File: config.mk
export PLATFORM = sky130hd
export DESIGN_NAME = fraction_arithmetic_unit_flat
export DESIGN_NICKNAME = d
export VERILOG_FILES = /design/src/design/fau_pkg.sv /design/src/design/fau_in_if.sv /design/src/design/fau_out_if.sv /design/src/design/fau_front.sv /design/src/design/fau_queue.sv /design/src/design/fau_reduce.sv /design/src/design/fau_back.sv /design/src/design/fraction_arithmetic_unit.sv /design/src/flat_wrapper.sv
export VERILOG_INCLUDE_DIRS = /design/src /design/src/design
export SDC_FILE = /design/constraint.sdc
export NUM_CORES = 2
export LEC_CHECK = 0
export ABC_AREA = 0
export ABC_CLOCK_PERIOD_IN_PS = 8800
export BUFFER_PORTS_ARGS = -buffer_cell sky130_fd_sc_hd__buf_4
export CORE_UTILIZATION = 55
export CTS_CLUSTER_SIZE = 14
export DETAILED_ROUTE_END_ITERATION = 7
export HOLD_SLACK_MARGIN = 0.08
export PLACE_DENSITY = 0.8
export SYNTH_ARGS = -nofsm -noshare
export SYNTH_HDL_FRONTEND = slang
export SYNTH_SLANG_ARGS = --single-unit
File: constraint.sdc
create_clock -name clk_i -period 8.8 [get_ports clk_i]
set_clock_uncertainty 0.1 [all_clocks]
set_input_delay 0.88 -clock clk_i [delete_from_list [all_inputs] [get_ports clk_i]]
set_output_delay 0.88 -clock clk_i [all_outputs]
set_load 0.02 [all_outputs]
File: src/design/assert_macros.svh
`ifndef ASSERT_MACROS_SVH
`define ASSERT_MACROS_SVH

// Implication checked in the same cycle.
`define FAU_ASSERT(label, clk, rst_n, ante, cons, msg) \
  label: assert property (@(posedge clk) disable iff (!rst_n) (ante) |-> (cons)) \
    else $error(msg);

// Implication checked in the next cycle.
`define FAU_ASSERT_NEXT(label, clk, rst_n, ante, cons, msg) \
  label: assert property (@(posedge clk) disable iff (!rst_n) (ante) |=> (cons)) \
    else $error(msg);

`endif

File: src/design/fau_pkg.sv
`timescale 1ns / 1ps

package fau_pkg;

  localparam int NUM_W = 33;
  localparam int DEN_W = 32;
  localparam int QUEUE_DEPTH = 2;

  typedef enum logic [1:0] {
    OP_ADD = 2'd0,
    OP_SUB = 2'd1,
    OP_MUL = 2'd2,
    OP_DIV = 2'd3
  } fau_op_e;

  typedef enum logic [1:0] {
    STAT_OK       = 2'd0,
    STAT_ZERO_DEN = 2'd1,
    STAT_DIV_ZERO = 2'd2
  } fau_status_e;

  // How the back end has to treat an item.
  typedef enum logic [1:0] {
    KIND_FIXED = 2'd0,
    KIND_MUL   = 2'd1,
    KIND_ADD   = 2'd2
  } fau_kind_e;

  typedef struct packed {
    fau_kind_e   kind;
    fau_status_e status;
    logic        ln_neg;
    logic        rn_neg;
  } fau_ctrl_t;

endpackage

File: src/design/fau_in_if.sv
`timescale 1ns / 1ps

interface fau_in_if #(
  parameter int InWidth = 16
) ();
  logic                      valid;
  logic                      ready;
  logic [1:0]                op;
  logic signed [InWidth-1:0] left_num;
  logic signed [InWidth-1:0] left_den;
  logic signed [InWidth-1:0] right_num;
  logic signed [InWidth-1:0] right_den;

  modport source (
    output valid, op, left_num, left_den, right_num, right_den,
    input  ready
  );

  modport sink (
    input  valid, op, left_num, left_den, right_num, right_den,
    output ready
  );
endinterface

File: src/design/fau_out_if.sv
`timescale 1ns / 1ps

interface fau_out_if ();
  logic                              valid;
  logic                              ready;
  logic signed [fau_pkg::NUM_W-1:0]  res_num;
  logic        [fau_pkg::DEN_W-1:0]  res_den;
  logic        [1:0]                 status;

  modport source (
    output valid, res_num, res_den, status,
    input  ready
  );

  modport sink (
    input  valid, res_num, res_den, status,
    output ready
  );
endinterface

File: src/design/fau_front.sv
`timescale 1ns / 1ps

module fau_front #(
  parameter int Width = 16
) (
  fau_in_if.sink              in_i,
  input  logic                full_i,
  output logic                push_o,
  output fau_pkg::fau_ctrl_t  ctrl_o,
  output logic [Width-1:0]    ln_o,
  output logic [Width-1:0]    ld_o,
  output logic [Width-1:0]    rn_o,
  output logic [Width-1:0]    rd_o
);
  import fau_pkg::*;

  fau_op_e          op;
  logic [Width-1:0] ln_mag;
  logic [Width-1:0] ld_mag;
  logic [Width-1:0] rn_mag;
  logic [Width-1:0] rd_mag;
  logic             ln_sgn;
  logic             rn_sgn;

  function automatic logic [Width-1:0] mag_of(input logic [Width-1:0] v);
    return v[Width-1] ? (~v + 1'b1) : v;
  endfunction

  assign in_i.ready = ~full_i;
  assign push_o     = in_i.valid & ~full_i;

  assign op     = fau_op_e'(in_i.op);
  assign ln_mag = mag_of(in_i.left_num);
  assign ld_mag = mag_of(in_i.left_den);
  assign rn_mag = mag_of(in_i.right_num);
  assign rd_mag = mag_of(in_i.right_den);

  // A negative denominator moves its sign onto the numerator; zero stays positive.
  assign ln_sgn = (in_i.left_num[Width-1] ^ in_i.left_den[Width-1]) & (|in_i.left_num);
  assign rn_sgn = (in_i.right_num[Width-1] ^ in_i.right_den[Width-1]) & (|in_i.right_num);

  always_comb begin
    ctrl_o.kind   = KIND_MUL;
    ctrl_o.status = STAT_OK;
    ctrl_o.ln_neg = ln_sgn;
    ctrl_o.rn_neg = rn_sgn;
    ln_o = ln_mag;
    ld_o = ld_mag;
    rn_o = rn_mag;
    rd_o = rd_mag;
    if ((ld_mag == '0) || (rd_mag == '0)) begin
      ctrl_o.kind   = KIND_FIXED;
      ctrl_o.status = STAT_ZERO_DEN;
    end else begin
      case (op)
        OP_ADD: begin
          ctrl_o.kind = KIND_ADD;
        end
        OP_SUB: begin
          ctrl_o.kind   = KIND_ADD;
          ctrl_o.rn_neg = ~rn_sgn;
        end
        OP_MUL: begin
          ctrl_o.kind = KIND_MUL;
        end
        OP_DIV: begin
          if (rn_mag == '0) begin
            ctrl_o.kind   = KIND_FIXED;
            ctrl_o.status = STAT_DIV_ZERO;
          end else begin
            // Divide is a multiply by the flipped right fraction.
            rn_o = rd_mag;
            rd_o = rn_mag;
          end
        end
        default: begin
          ctrl_o.kind = KIND_MUL;
        end
      endcase
    end
  end

endmodule

File: src/design/fau_queue.sv
`timescale 1ns / 1ps
`include "assert_macros.svh"

module fau_queue #(
  parameter int DataWidth = 8,
  parameter int Depth     = 2
) (
  input  logic                 clk_i,
  input  logic                 rst_ni,
  input  logic                 push_i,
  input  logic [DataWidth-1:0] data_i,
  output logic                 full_o,
  input  logic                 pop_i,
  output logic                 empty_o,
  output logic [DataWidth-1:0] data_o
);
  localparam int PtrW = (Depth > 1) ? $clog2(Depth) : 1;
  localparam int CntW = $clog2(Depth + 1);

  logic [DataWidth-1:0] mem_q [Depth];
  logic [PtrW-1:0]      wr_ptr_q;
  logic [PtrW-1:0]      rd_ptr_q;
  logic [CntW-1:0]      count_q;
  logic [CntW-1:0]      count_d;

  function automatic logic [PtrW-1:0] bump(input logic [PtrW-1:0] p);
    return (p == PtrW'(Depth - 1)) ? '0 : p + 1'b1;
  endfunction

  always_comb begin
    case ({push_i, pop_i})
      2'b10:   count_d = count_q + 1'b1;
      2'b01:   count_d = count_q - 1'b1;
      default: count_d = count_q;
    endcase
  end

  always_ff @(posedge clk_i or negedge rst_ni) begin
    if (!rst_ni) begin
      wr_ptr_q <= '0;
      rd_ptr_q <= '0;
      count_q  <= '0;
    end else begin
      if (push_i) begin
        wr_ptr_q <= bump(wr_ptr_q);
      end
      if (pop_i) begin
        rd_ptr_q <= bump(rd_ptr_q);
      end
      count_q <= count_d;
    end
  end

  always_ff @(posedge clk_i) begin
    if (push_i) begin
      mem_q[wr_ptr_q] <= data_i;
    end
  end

  assign full_o  = (count_q == CntW'(Depth));
  assign empty_o = (count_q == '0);
  assign data_o  = mem_q[rd_ptr_q];

  `FAU_ASSERT(a_no_overflow, clk_i, rst_ni, push_i, !full_o, "queue written while full")
  `FAU_ASSERT(a_no_underflow, clk_i, rst_ni, pop_i, !empty_o, "queue read while empty")

endmodule

File: src/design/fau_reduce.sv
`timescale 1ns / 1ps
`include "assert_macros.svh"

// Divides two nonzero values by their gcd: binary gcd, one step a cycle,
// then two restoring dividers side by side, one quotient bit a cycle.
module fau_reduce #(
  parameter int Width = 32
) (
  input  logic             clk_i,
  input  logic             rst_ni,
  input  logic             start_i,
  input  logic [Width-1:0] x_i,
  input  logic [Width-1:0] y_i,
  output logic             done_o,
  output logic [Width-1:0] xq_o,
  output logic [Width-1:0] yq_o
);
  localparam int CntW = $clog2(Width);

  typedef enum logic [2:0] {
    R_IDLE = 3'b001,
    R_GCD  = 3'b010,
    R_DIV  = 3'b100
  } red_state_e;

  red_state_e       state_q, state_d;
  logic [Width-1:0] a_q, a_d;
  logic [Width-1:0] b_q, b_d;
  logic [Width-1:0] xs_q, xs_d;
  logic [Width-1:0] ys_q, ys_d;
  logic [Width-1:0] rx_q, rx_d;
  logic [Width-1:0] ry_q, ry_d;
  logic [CntW-1:0]  cnt_q, cnt_d;
  logic             done_q, done_d;
  logic [Width-1:0] a_sub_b;
  logic [Width-1:0] b_sub_a;
  logic             a_gt_b;
  logic [2*Width-1:0] step_x;
  logic [2*Width-1:0] step_y;

  // One restoring step: returns {remainder, quotient shift register}.
  function automatic logic [2*Width-1:0] div_step(input logic [Width-1:0] rem,
                                                  input logic [Width-1:0] quo,
                                                  input logic [Width-1:0] dvs);
    logic [Width:0] t;
    logic [Width:0] diff;
    logic           ge;
    t    = {rem, quo[Width-1]};
    diff = t - {1'b0, dvs};
    ge   = (t >= {1'b0, dvs});
    return ge ? {diff[Width-1:0], quo[Width-2:0], 1'b1}
              : {t[Width-1:0], quo[Width-2:0], 1'b0};
  endfunction

  assign a_sub_b = a_q - b_q;
  assign b_sub_a = b_q - a_q;
  assign a_gt_b  = (a_q > b_q);
  assign step_x  = div_step(rx_q, xs_q, a_q);
  assign step_y  = div_step(ry_q, ys_q, a_q);

  always_comb begin
    state_d = state_q;
    a_d     = a_q;
    b_d     = b_q;
    xs_d    = xs_q;
    ys_d    = ys_q;
    rx_d    = rx_q;
    ry_d    = ry_q;
    cnt_d   = cnt_q;
    done_d  = 1'b0;
    case (state_q)
      R_IDLE: begin
        if (start_i) begin
          a_d     = x_i;
          b_d     = y_i;
          xs_d    = x_i;
          ys_d    = y_i;
          state_d = R_GCD;
        end
      end
      R_GCD: begin
        if (!a_q[0] && !b_q[0]) begin
          // Common factors of two come straight off the operands as well.
          a_d  = a_q >> 1;
          b_d  = b_q >> 1;
          xs_d = xs_q >> 1;
          ys_d = ys_q >> 1;
        end else if (!a_q[0]) begin
          a_d = a_q >> 1;
        end else if (!b_q[0]) begin
          b_d = b_q >> 1;
        end else if (a_q == b_q) begin
          rx_d    = '0;
          ry_d    = '0;
          cnt_d   = CntW'(Width - 1);
          state_d = R_DIV;
        end else if (a_gt_b) begin
          a_d = a_sub_b >> 1;
        end else begin
          b_d = b_sub_a >> 1;
        end
      end
      R_DIV: begin
        {rx_d, xs_d} = step_x;
        {ry_d, ys_d} = step_y;
        cnt_d        = cnt_q - 1'b1;
        if (cnt_q == '0) begin
          state_d = R_IDLE;
          done_d  = 1'b1;
        end
      end
      default: begin
        state_d = R_IDLE;
      end
    endcase
  end

  always_ff @(posedge clk_i or negedge rst_ni) begin
    if (!rst_ni) begin
      state_q <= R_IDLE;
      done_q  <= 1'b0;
    end else begin
      state_q <= state_d;
      done_q  <= done_d;
    end
  end

  always_ff @(posedge clk_i) begin
    a_q   <= a_d;
    b_q   <= b_d;
    xs_q  <= xs_d;
    ys_q  <= ys_d;
    rx_q  <= rx_d;
    ry_q  <= ry_d;
    cnt_q <= cnt_d;
  end

  assign done_o = done_q;
  assign xq_o   = xs_q;
  assign yq_o   = ys_q;

  `FAU_ASSERT(a_start_idle, clk_i, rst_ni, start_i, state_q == R_IDLE, "reduce started while busy")
  `FAU_ASSERT(a_div_odd, clk_i, rst_ni, state_q == R_DIV, a_q[0], "gcd divisor is even")

endmodule

File: src/design/fau_back.sv
`timescale 1ns / 1ps
`include "assert_macros.svh"

module fau_back #(
  parameter int Width = 16
) (
  input  logic               clk_i,
  input  logic               rst_ni,
  input  logic               empty_i,
  output logic               pop_o,
  input  fau_pkg::fau_ctrl_t ctrl_i,
  input  logic [Width-1:0]   ln_i,
  input  logic [Width-1:0]   ld_i,
  input  logic [Width-1:0]   rn_i,
  input  logic [Width-1:0]   rd_i,
  fau_out_if.source          out_o
);
  import fau_pkg::*;

  localparam int MW = 2 * Width;
  localparam int EW = MW + NUM_W;

  typedef enum logic [5:0] {
    BK_IDLE = 6'b000001,
    BK_RED1 = 6'b000010,
    BK_PROD = 6'b000100,
    BK_SUM  = 6'b001000,
    BK_RED2 = 6'b010000,
    BK_DONE = 6'b100000
  } back_state_e;

  back_state_e      state_q, state_d;
  logic             out_valid_q, out_valid_d;
  fau_kind_e        kind_q;
  logic             ln_neg_q;
  logic             rn_neg_q;
  logic [Width-1:0] ln_q, ld_q, rn_q, rd_q;
  logic [Width-1:0] ldr_q, rdr_q;
  logic [MW-1:0]    pa_q, pb_q, den_q;
  logic             sa_q;
  logic             neg_q;
  logic [NUM_W-1:0] res_num_q;
  logic [DEN_W-1:0] res_den_q;
  fau_status_e      res_stat_q;
  logic [NUM_W-1:0] out_num_q;
  logic [DEN_W-1:0] out_den_q;
  fau_status_e      out_stat_q;

  logic             is_add;
  logic [Width-1:0] mul_b;
  logic [Width-1:0] mul_c;
  logic [MW-1:0]    prod1, prod2, prod3;
  logic             same_sign;
  logic             pa_ge;
  logic [MW-1:0]    sum_add, sub_ab, sub_ba;
  logic [MW-1:0]    sum_mag;
  logic             sum_neg;
  logic             red_start;
  logic [MW-1:0]    red_x, red_y;
  logic             red_done;
  logic [MW-1:0]    red_xq, red_yq;
  logic [EW-1:0]    num_ext;
  logic [EW-1:0]    num_signed;
  logic [EW-1:0]    den_ext;
  logic             load_out;

  assign is_add = (kind_q == KIND_ADD);

  // Add and subtract work over lcm = (ld/g)*rd; multiply uses the plain products.
  assign mul_b = is_add ? rdr_q : rn_q;
  assign mul_c = is_add ? ldr_q : ld_q;
  assign prod1 = ln_q * mul_b;
  assign prod2 = rn_q * ldr_q;
  assign prod3 = mul_c * rd_q;

  assign same_sign = (sa_q == rn_neg_q);
  assign pa_ge     = (pa_q >= pb_q);
  assign sum_add   = pa_q + pb_q;
  assign sub_ab    = pa_q - pb_q;
  assign sub_ba    = pb_q - pa_q;
  assign sum_mag   = same_sign ? sum_add : (pa_ge ? sub_ab : sub_ba);
  assign sum_neg   = (same_sign || pa_ge) ? sa_q : rn_neg_q;

  assign pop_o     = (state_q == BK_IDLE) && !empty_i;
  assign red_start = (pop_o && (ctrl_i.kind == KIND_ADD))
                  || ((state_q == BK_SUM) && (sum_mag != '0));
  assign red_x     = (state_q == BK_IDLE) ? {{Width{1'b0}}, ld_i} : sum_mag;
  assign red_y     = (state_q == BK_IDLE) ? {{Width{1'b0}}, rd_i} : den_q;

  fau_reduce #(
    .Width (MW)
  ) u_reduce (
    .clk_i   (clk_i),
    .rst_ni  (rst_ni),
    .start_i (red_start),
    .x_i     (red_x),
    .y_i     (red_y),
    .done_o  (red_done),
    .xq_o    (red_xq),
    .yq_o    (red_yq)
  );

  assign num_ext    = {{NUM_W{1'b0}}, red_xq};
  assign num_signed = neg_q ? (~num_ext + 1'b1) : num_ext;
  assign den_ext    = {{NUM_W{1'b0}}, red_yq};

  assign load_out    = (state_q == BK_DONE) && (!out_valid_q || out_o.ready);
  assign out_valid_d = load_out || (out_valid_q && !out_o.ready);

  always_comb begin
    state_d = state_q;
    case (state_q)
      BK_IDLE: begin
        if (!empty_i) begin
          case (ctrl_i.kind)
            KIND_ADD: state_d = BK_RED1;
            KIND_MUL: state_d = BK_PROD;
            default:  state_d = BK_DONE;
          endcase
        end
      end
      BK_RED1: begin
        if (red_done) begin
          state_d = BK_PROD;
        end
      end
      BK_PROD: begin
        state_d = BK_SUM;
      end
      BK_SUM: begin
        state_d = (sum_mag == '0) ? BK_DONE : BK_RED2;
      end
      BK_RED2: begin
        if (red_done) begin
          state_d = BK_DONE;
        end
      end
      BK_DONE: begin
        if (load_out) begin
          state_d = BK_IDLE;
        end
      end
      default: begin
        state_d = BK_IDLE;
      end
    endcase
  end

  always_ff @(posedge clk_i or negedge rst_ni) begin
    if (!rst_ni) begin
      state_q     <= BK_IDLE;
      out_valid_q <= 1'b0;
    end else begin
      state_q     <= state_d;
      out_valid_q <= out_valid_d;
    end
  end

  always_ff @(posedge clk_i) begin
    if (pop_o) begin
      kind_q     <= ctrl_i.kind;
      ln_neg_q   <= ctrl_i.ln_neg;
      rn_neg_q   <= ctrl_i.rn_neg;
      ln_q       <= ln_i;
      ld_q       <= ld_i;
      rn_q       <= rn_i;
      rd_q       <= rd_i;
      // Zero results and rejected items leave as 0/1.
      res_num_q  <= '0;
      res_den_q  <= DEN_W'(1);
      res_stat_q <= ctrl_i.status;
    end
    if ((state_q == BK_RED1) && red_done) begin
      ldr_q <= red_xq[Width-1:0];
      rdr_q <= red_yq[Width-1:0];
    end
    if (state_q == BK_PROD) begin
      pa_q  <= prod1;
      pb_q  <= is_add ? prod2 : '0;
      den_q <= prod3;
      sa_q  <= is_add ? ln_neg_q : (ln_neg_q ^ rn_neg_q);
    end
    if (state_q == BK_SUM) begin
      neg_q <= sum_neg;
    end
    if ((state_q == BK_RED2) && red_done) begin
      res_num_q <= num_signed[NUM_W-1:0];
      res_den_q <= den_ext[DEN_W-1:0];
    end
    if (load_out) begin
      out_num_q  <= res_num_q;
      out_den_q  <= res_den_q;
      out_stat_q <= res_stat_q;
    end
  end

  assign out_o.valid   = out_valid_q;
  assign out_o.res_num = out_num_q;
  assign out_o.res_den = out_den_q;
  assign out_o.status  = out_stat_q;

  `FAU_ASSERT(a_red_done_state, clk_i, rst_ni, red_done, (state_q == BK_RED1) || (state_q == BK_RED2), "gcd unit finished outside a reduction step")
  `FAU_ASSERT_NEXT(a_zero_sum, clk_i, rst_ni, (state_q == BK_SUM) && (sum_mag == '0), (res_num_q == '0) && (res_den_q == DEN_W'(1)), "zero numerator not reported as 0/1")

endmodule

File: src/design/fraction_arithmetic_unit.sv
// Flow: an item with a zero denominator or a zero divisor skips the arithmetic and goes from the
// queue to the output register; multiply and divide reduce a nonzero result, add and subtract
// also reduce the two denominators first. Both reductions use the shared gcd unit (one binary-gcd
// step a cycle, then one quotient bit a cycle over 2*IN_WIDTH bits).
// Throughput: one item at a time in the back end; a two-entry queue takes new items meanwhile.
// Reset: asynchronous, active low; clears all control state, no clearing pass.
`timescale 1ns / 1ps

module fraction_arithmetic_unit #(
  parameter int IN_WIDTH = 16
) (
  input  logic      clk_i,
  input  logic      rst_ni,
  fau_in_if.sink    in_i,
  fau_out_if.source out_o
);
  import fau_pkg::*;

  localparam int CtrlW = $bits(fau_ctrl_t);
  localparam int QW    = CtrlW + 4 * IN_WIDTH;

  logic                push;
  logic                pop;
  logic                full;
  logic                empty;
  fau_ctrl_t           f_ctrl;
  fau_ctrl_t           h_ctrl;
  logic [IN_WIDTH-1:0] f_ln, f_ld, f_rn, f_rd;
  logic [IN_WIDTH-1:0] h_ln, h_ld, h_rn, h_rd;
  logic [QW-1:0]       q_in;
  logic [QW-1:0]       q_out;

  fau_front #(
    .Width (IN_WIDTH)
  ) u_front (
    .in_i   (in_i),
    .full_i (full),
    .push_o (push),
    .ctrl_o (f_ctrl),
    .ln_o   (f_ln),
    .ld_o   (f_ld),
    .rn_o   (f_rn),
    .rd_o   (f_rd)
  );

  assign q_in = {f_ctrl, f_ln, f_ld, f_rn, f_rd};

  fau_queue #(
    .DataWidth (QW),
    .Depth     (QUEUE_DEPTH)
  ) u_queue (
    .clk_i   (clk_i),
    .rst_ni  (rst_ni),
    .push_i  (push),
    .data_i  (q_in),
    .full_o  (full),
    .pop_i   (pop),
    .empty_o (empty),
    .data_o  (q_out)
  );

  assign {h_ctrl, h_ln, h_ld, h_rn, h_rd} = q_out;

  fau_back #(
    .Width (IN_WIDTH)
  ) u_back (
    .clk_i   (clk_i),
    .rst_ni  (rst_ni),
    .empty_i (empty),
    .pop_o   (pop),
    .ctrl_i  (h_ctrl),
    .ln_i    (h_ln),
    .ld_i    (h_ld),
    .rn_i    (h_rn),
    .rd_i    (h_rd),
    .out_o   (out_o)
  );

endmodule

File: src/flat_wrapper.sv
// flat-port wrapper written by rule: the top's interface ports become plain ports
module fraction_arithmetic_unit_flat import fau_pkg::*;
#(
  parameter int IN_WIDTH = 16
)
  (clk_i, rst_ni, in_i_valid, in_i_op, in_i_left_num, in_i_left_den, in_i_right_num, in_i_right_den, in_i_ready, out_o_valid, out_o_res_num, out_o_res_den, out_o_status, out_o_ready);
  fau_in_if #(.InWidth((16))) in_i_i ();
  fau_out_if out_o_i ();
  input  logic clk_i;
  input  logic rst_ni;
  input wire logic [$bits(in_i_i.valid)-1:0] in_i_valid;
  input wire logic [$bits(in_i_i.op)-1:0] in_i_op;
  input wire logic [$bits(in_i_i.left_num)-1:0] in_i_left_num;
  input wire logic [$bits(in_i_i.left_den)-1:0] in_i_left_den;
  input wire logic [$bits(in_i_i.right_num)-1:0] in_i_right_num;
  input wire logic [$bits(in_i_i.right_den)-1:0] in_i_right_den;
  output wire logic [$bits(in_i_i.ready)-1:0] in_i_ready;
  output wire logic [$bits(out_o_i.valid)-1:0] out_o_valid;
  output wire logic [$bits(out_o_i.res_num)-1:0] out_o_res_num;
  output wire logic [$bits(out_o_i.res_den)-1:0] out_o_res_den;
  output wire logic [$bits(out_o_i.status)-1:0] out_o_status;
  input wire logic [$bits(out_o_i.ready)-1:0] out_o_ready;
  assign in_i_i.valid = in_i_valid;
  assign in_i_i.op = in_i_op;
  assign in_i_i.left_num = in_i_left_num;
  assign in_i_i.left_den = in_i_left_den;
  assign in_i_i.right_num = in_i_right_num;
  assign in_i_i.right_den = in_i_right_den;
  assign in_i_ready = in_i_i.ready;
  assign out_o_valid = out_o_i.valid;
  assign out_o_res_num = out_o_i.res_num;
  assign out_o_res_den = out_o_i.res_den;
  assign out_o_status = out_o_i.status;
  assign out_o_i.ready = out_o_ready;
  fraction_arithmetic_unit #(.IN_WIDTH(IN_WIDTH)) u_core (.clk_i(clk_i), .rst_ni(rst_ni), .in_i(in_i_i), .out_o(out_o_i));
endmodule
==> impl_results.md <==
- Status: completed
- Largest net degree at the start of global routing: 89
- Count of flip-flops with a built-in enable after synthesis: 669
- Cell family with most CP delay: adder cells
- Die Area: 0.1205 mm²
- Achievable clock frequency: 118.1 MHz
- Cell count after synthesis: 6698
- CTS clk-pin slew, worst paths: 0.06 ns
- Period utilization: 0.9621
- Worst r2r path cells: 26
- Clock Path Buffers: 3
- Worst Path Arrival: 8.79 ns
- RR Startpoint: u_core.u_back.kind_q[0]
- Main flop type after synthesis: edfxtp_1
- Sinks on Clock Net: 684
- Vias in the first global route: 50470
- Std-Cell Rows: 126
- Drt first pass iters: 6
- Hold Violations, Final: 0
- GPL Wtd Cong: 0.9935
- Iter 0 DRT Violations: 5286
- Worst Hold Class: flip-flop to flip-flop
- CTS Root Cell: clkbuf_16
- Antenna violations before repair: 14
- Critical Path RT: 9.13 ns
- H-tree depth: 3
- Post-cts sizing count: 0
- Max-slew violation count: 0
- DP HPWL: 146900 µm
- Non-filler cells, final: 8287
- Seq/Total Area, Yosys: 0.3125
- Top cell type's share of synthesized area: 0.3067
- Area Overhead vs Synth: 7.522%
- Relative slew slack: 0.2024
- Top cell by count, worst path: fa_1
- Hold Path Cell Cnt: 0
- Hold EP: u_core.u_back.out_o.res_den[31]
- Core ar.: 0.1181 mm²
- Yosys cell types: 101
- RR Endpoint: u_core.u_back.den_q[30]
- # Post-CTS Setup Buffers: 0
- Fin util: 0.5964
- Post-Syn Area: 0.06550 mm²
- Port buffer count: 138
- Maximum capacitance violations: 0
- Aggregate global routing overflow: 0
- Count leader, synth: inv_1
- CP max stage cell: nor4b_1
- Die X: 347.1 µm
- GRT Util Overall: 0.3182
- Final setup fails: 0
- CP max FO: 16
- Die Y: 347.1 µm
- Worst-Margin Slew: 1.196 ns
- List of most frequent post-synthesis cells: inv_1 (921), nand2_1 (814), edfxtp_1 (669), fa_1 (589), ha_1 (544)
- Syn nets: 7901
- Hold Buf Count CTS: 1
- CP Capture Type: flip-flop
- Io pins: 139
- First-pass GRT wire length: 295900 µm
- Share of cells above drive strength 1: 0.07041
- CP peak stage delay: 0.73 ns
- Placed insts: 8144
- Syn Area/Cell: 9.779 µm²
- Top cells by area, synth: edfxtp_1 (31%), fa_1 (18%), ha_1 (10%), inv_1 (5.3%), nand2_1 (4.7%)
- Kind of start point of the critical path: flip-flop
- Yosys reg bits: 684
- Initial Utilization: 0.5547
- Latest clock arrival within the worst-skew pair: 0.67 ns
- Cts bufs inserted: 76
- DRT Wirelength: 192500 µm
- CTS tree: done
- Syn. warnings: 0
- Synth area leader: edfxtp_1
- Worst reg-to-reg setup slack: 0.33 ns
- Drt wl/cell: 23.23 µm
- ANT nets after route: 0
- Via count: 50980
- Vias/cell: 6.152
- Async set-reset flop share out of synthesis: 0.02193
- RSZ-0062 raised after global routing: no
- Residual DRC: 0
- Setup TNS: 0 ns
- Critical path type: flip-flop to flip-flop
- Fillers: 9563
- Final nets: 7890
- Hold Path Origin: u_core.u_back.res_den_q[31]
- Final Critical Period: 8.466 ns
- Worst Path Buf+Inv: 4
cells by family after synthesis:
kind of cell,share of synthesized area
and+or+nand+nor,0.1499
muxes,0.02273
AOI/OAI and AO/OA,0.1214
DFF,0.3125
adders and majority gates,0.2839
buffers and inverters,0.07068
xor gates and xnor gates,0.03891
metrics by stage:
step	worst slack (ns)	instance area [µm²]	hold slack (ns)
global placement	0.5496	67940	0.3021
detailed placement	0.4967	67940	0.3045
floorplan	0.2419	65500	0.3003
global route	0.09791	70420	0.3159
CTS	0.4606	70420	0.3048
finish	0.3339	70430	0.3168
metal layers:
layer,global-route usage,wire length [µm],vias up
met2,0.4715,82770,2652
met4,0.1342,8754,20
met3,0.07522,20670,437
met5,0,109,-
li1,-,-,22670
met1,0.4471,80170,25200
registers in the layout (all words and copies together) (netlist names), 32 cells and up:
register and cells:
u_core.u_back.den_q 32, u_core.u_back.out_o.res_den 32, u_core.u_back.out_o.res_num 33, u_core.u_back.pa_q 32, u_core.u_back.pb_q 32, u_core.u_back.res_den_q 32
u_core.u_back.res_num_q 33, u_core.u_back.u_reduce.a_q 32, u_core.u_back.u_reduce.b_q 32, u_core.u_back.u_reduce.rx_q 32, u_core.u_back.u_reduce.ry_q 32, u_core.u_back.u_reduce.xq_o 32
u_core.u_back.u_reduce.yq_o 32, u_core.u_queue.mem_q 140
worst register-to-register path: stages (launching register included):
cell,delay [ns]
edfxtp_1,0.43
nor2b_4,0.37
nand2_1,0.10
nand2_1,0.55
nand2_1,0.21
fa_1,0.55
fa_1,0.59
fa_1,0.47
fa_1,0.55
inv_1,0.05
fa_1,0.49
inv_1,0.06
fa_1,0.48
inv_1,0.04
ha_1,0.36
a21oi_1,0.23
a21boi_0,0.16
nor4b_1,0.73
nor4_1,0.17
nor4b_1,0.33
buf_4,0.20
nor4b_1,0.08
or3_1,0.38
o311ai_0,0.16
o21bai_1,0.11
a21oi_1,0.19
xnor2_1,0.08
cell type report:
type | count | area (µm²) | area share
clock inverters | 50 | 515.5 | 0.007319
inverters | 921 | 3457 | 0.04909
flip-flops and latches | 684 | 20470 | 0.2906
multi-input cells | 4795 | 40530 | 0.5755
diodes | 5 | 12.51 | 0.0001777
clock buffers | 87 | 1953 | 0.02773
repair buffers | 209 | 1572 | 0.02231
well taps | 1536 | 1922 | 0.02729
cells in the final DEF (no fill, tap or decap), types with 13 or more instances in the layout:
cell / instances
edfxtp_1: 669
buf_4: 208
o31ai_1: 41
and2_1: 336
a21o_1: 91
o211ai_1: 22
clkinv_1: 13
or2_2: 17
ha_1: 544
and3_1: 56
nand2b_1: 62
o21bai_1: 42
xnor2_1: 179
o41ai_1: 20
o22ai_1: 15
nor4_1: 24
mux2i_1: 70
nand2_1: 812
a221oi_1: 33
o21ai_0: 267
nor3_1: 88
a31oi_1: 33
nor2_1: 283
fa_1: 589
xor2_1: 110
mux2_2: 70
nor2b_1: 77
clkbuf_16: 76
inv_1: 921
nand4_1: 49
o21a_1: 35
a22oi_1: 62
a21oi_1: 344
or4_1: 23
a211oi_1: 45
or3_1: 43
nand3_1: 89
worst max-delay path by stage:
| stage | from | to | slack [ns] | cells past startpoint |
|---|---|---|---|---|
| CTS | u_core.u_back.kind_q[0] | u_core.u_back.den_q[30] | 0.46 | 27 |
| global placement | u_core.u_back.kind_q[0] | u_core.u_back.den_q[30] | 0.55 | 27 |
| finish | u_core.u_back.kind_q[0] | u_core.u_back.den_q[30] | 0.33 | 26 |
| detailed placement | u_core.u_back.kind_q[0] | u_core.u_back.den_q[30] | 0.50 | 27 |
| global route | u_core.u_back.kind_q[0] | u_core.u_back.den_q[30] | 0.1 | 26 |
| floorplan | u_core.u_back.state_q[1] | u_core.u_back.state_q[5] | 0.24 | 7 |
Power is not shown: default switching activity piles up to over one toggle a cycle in this logic, so the estimate is an artifact.
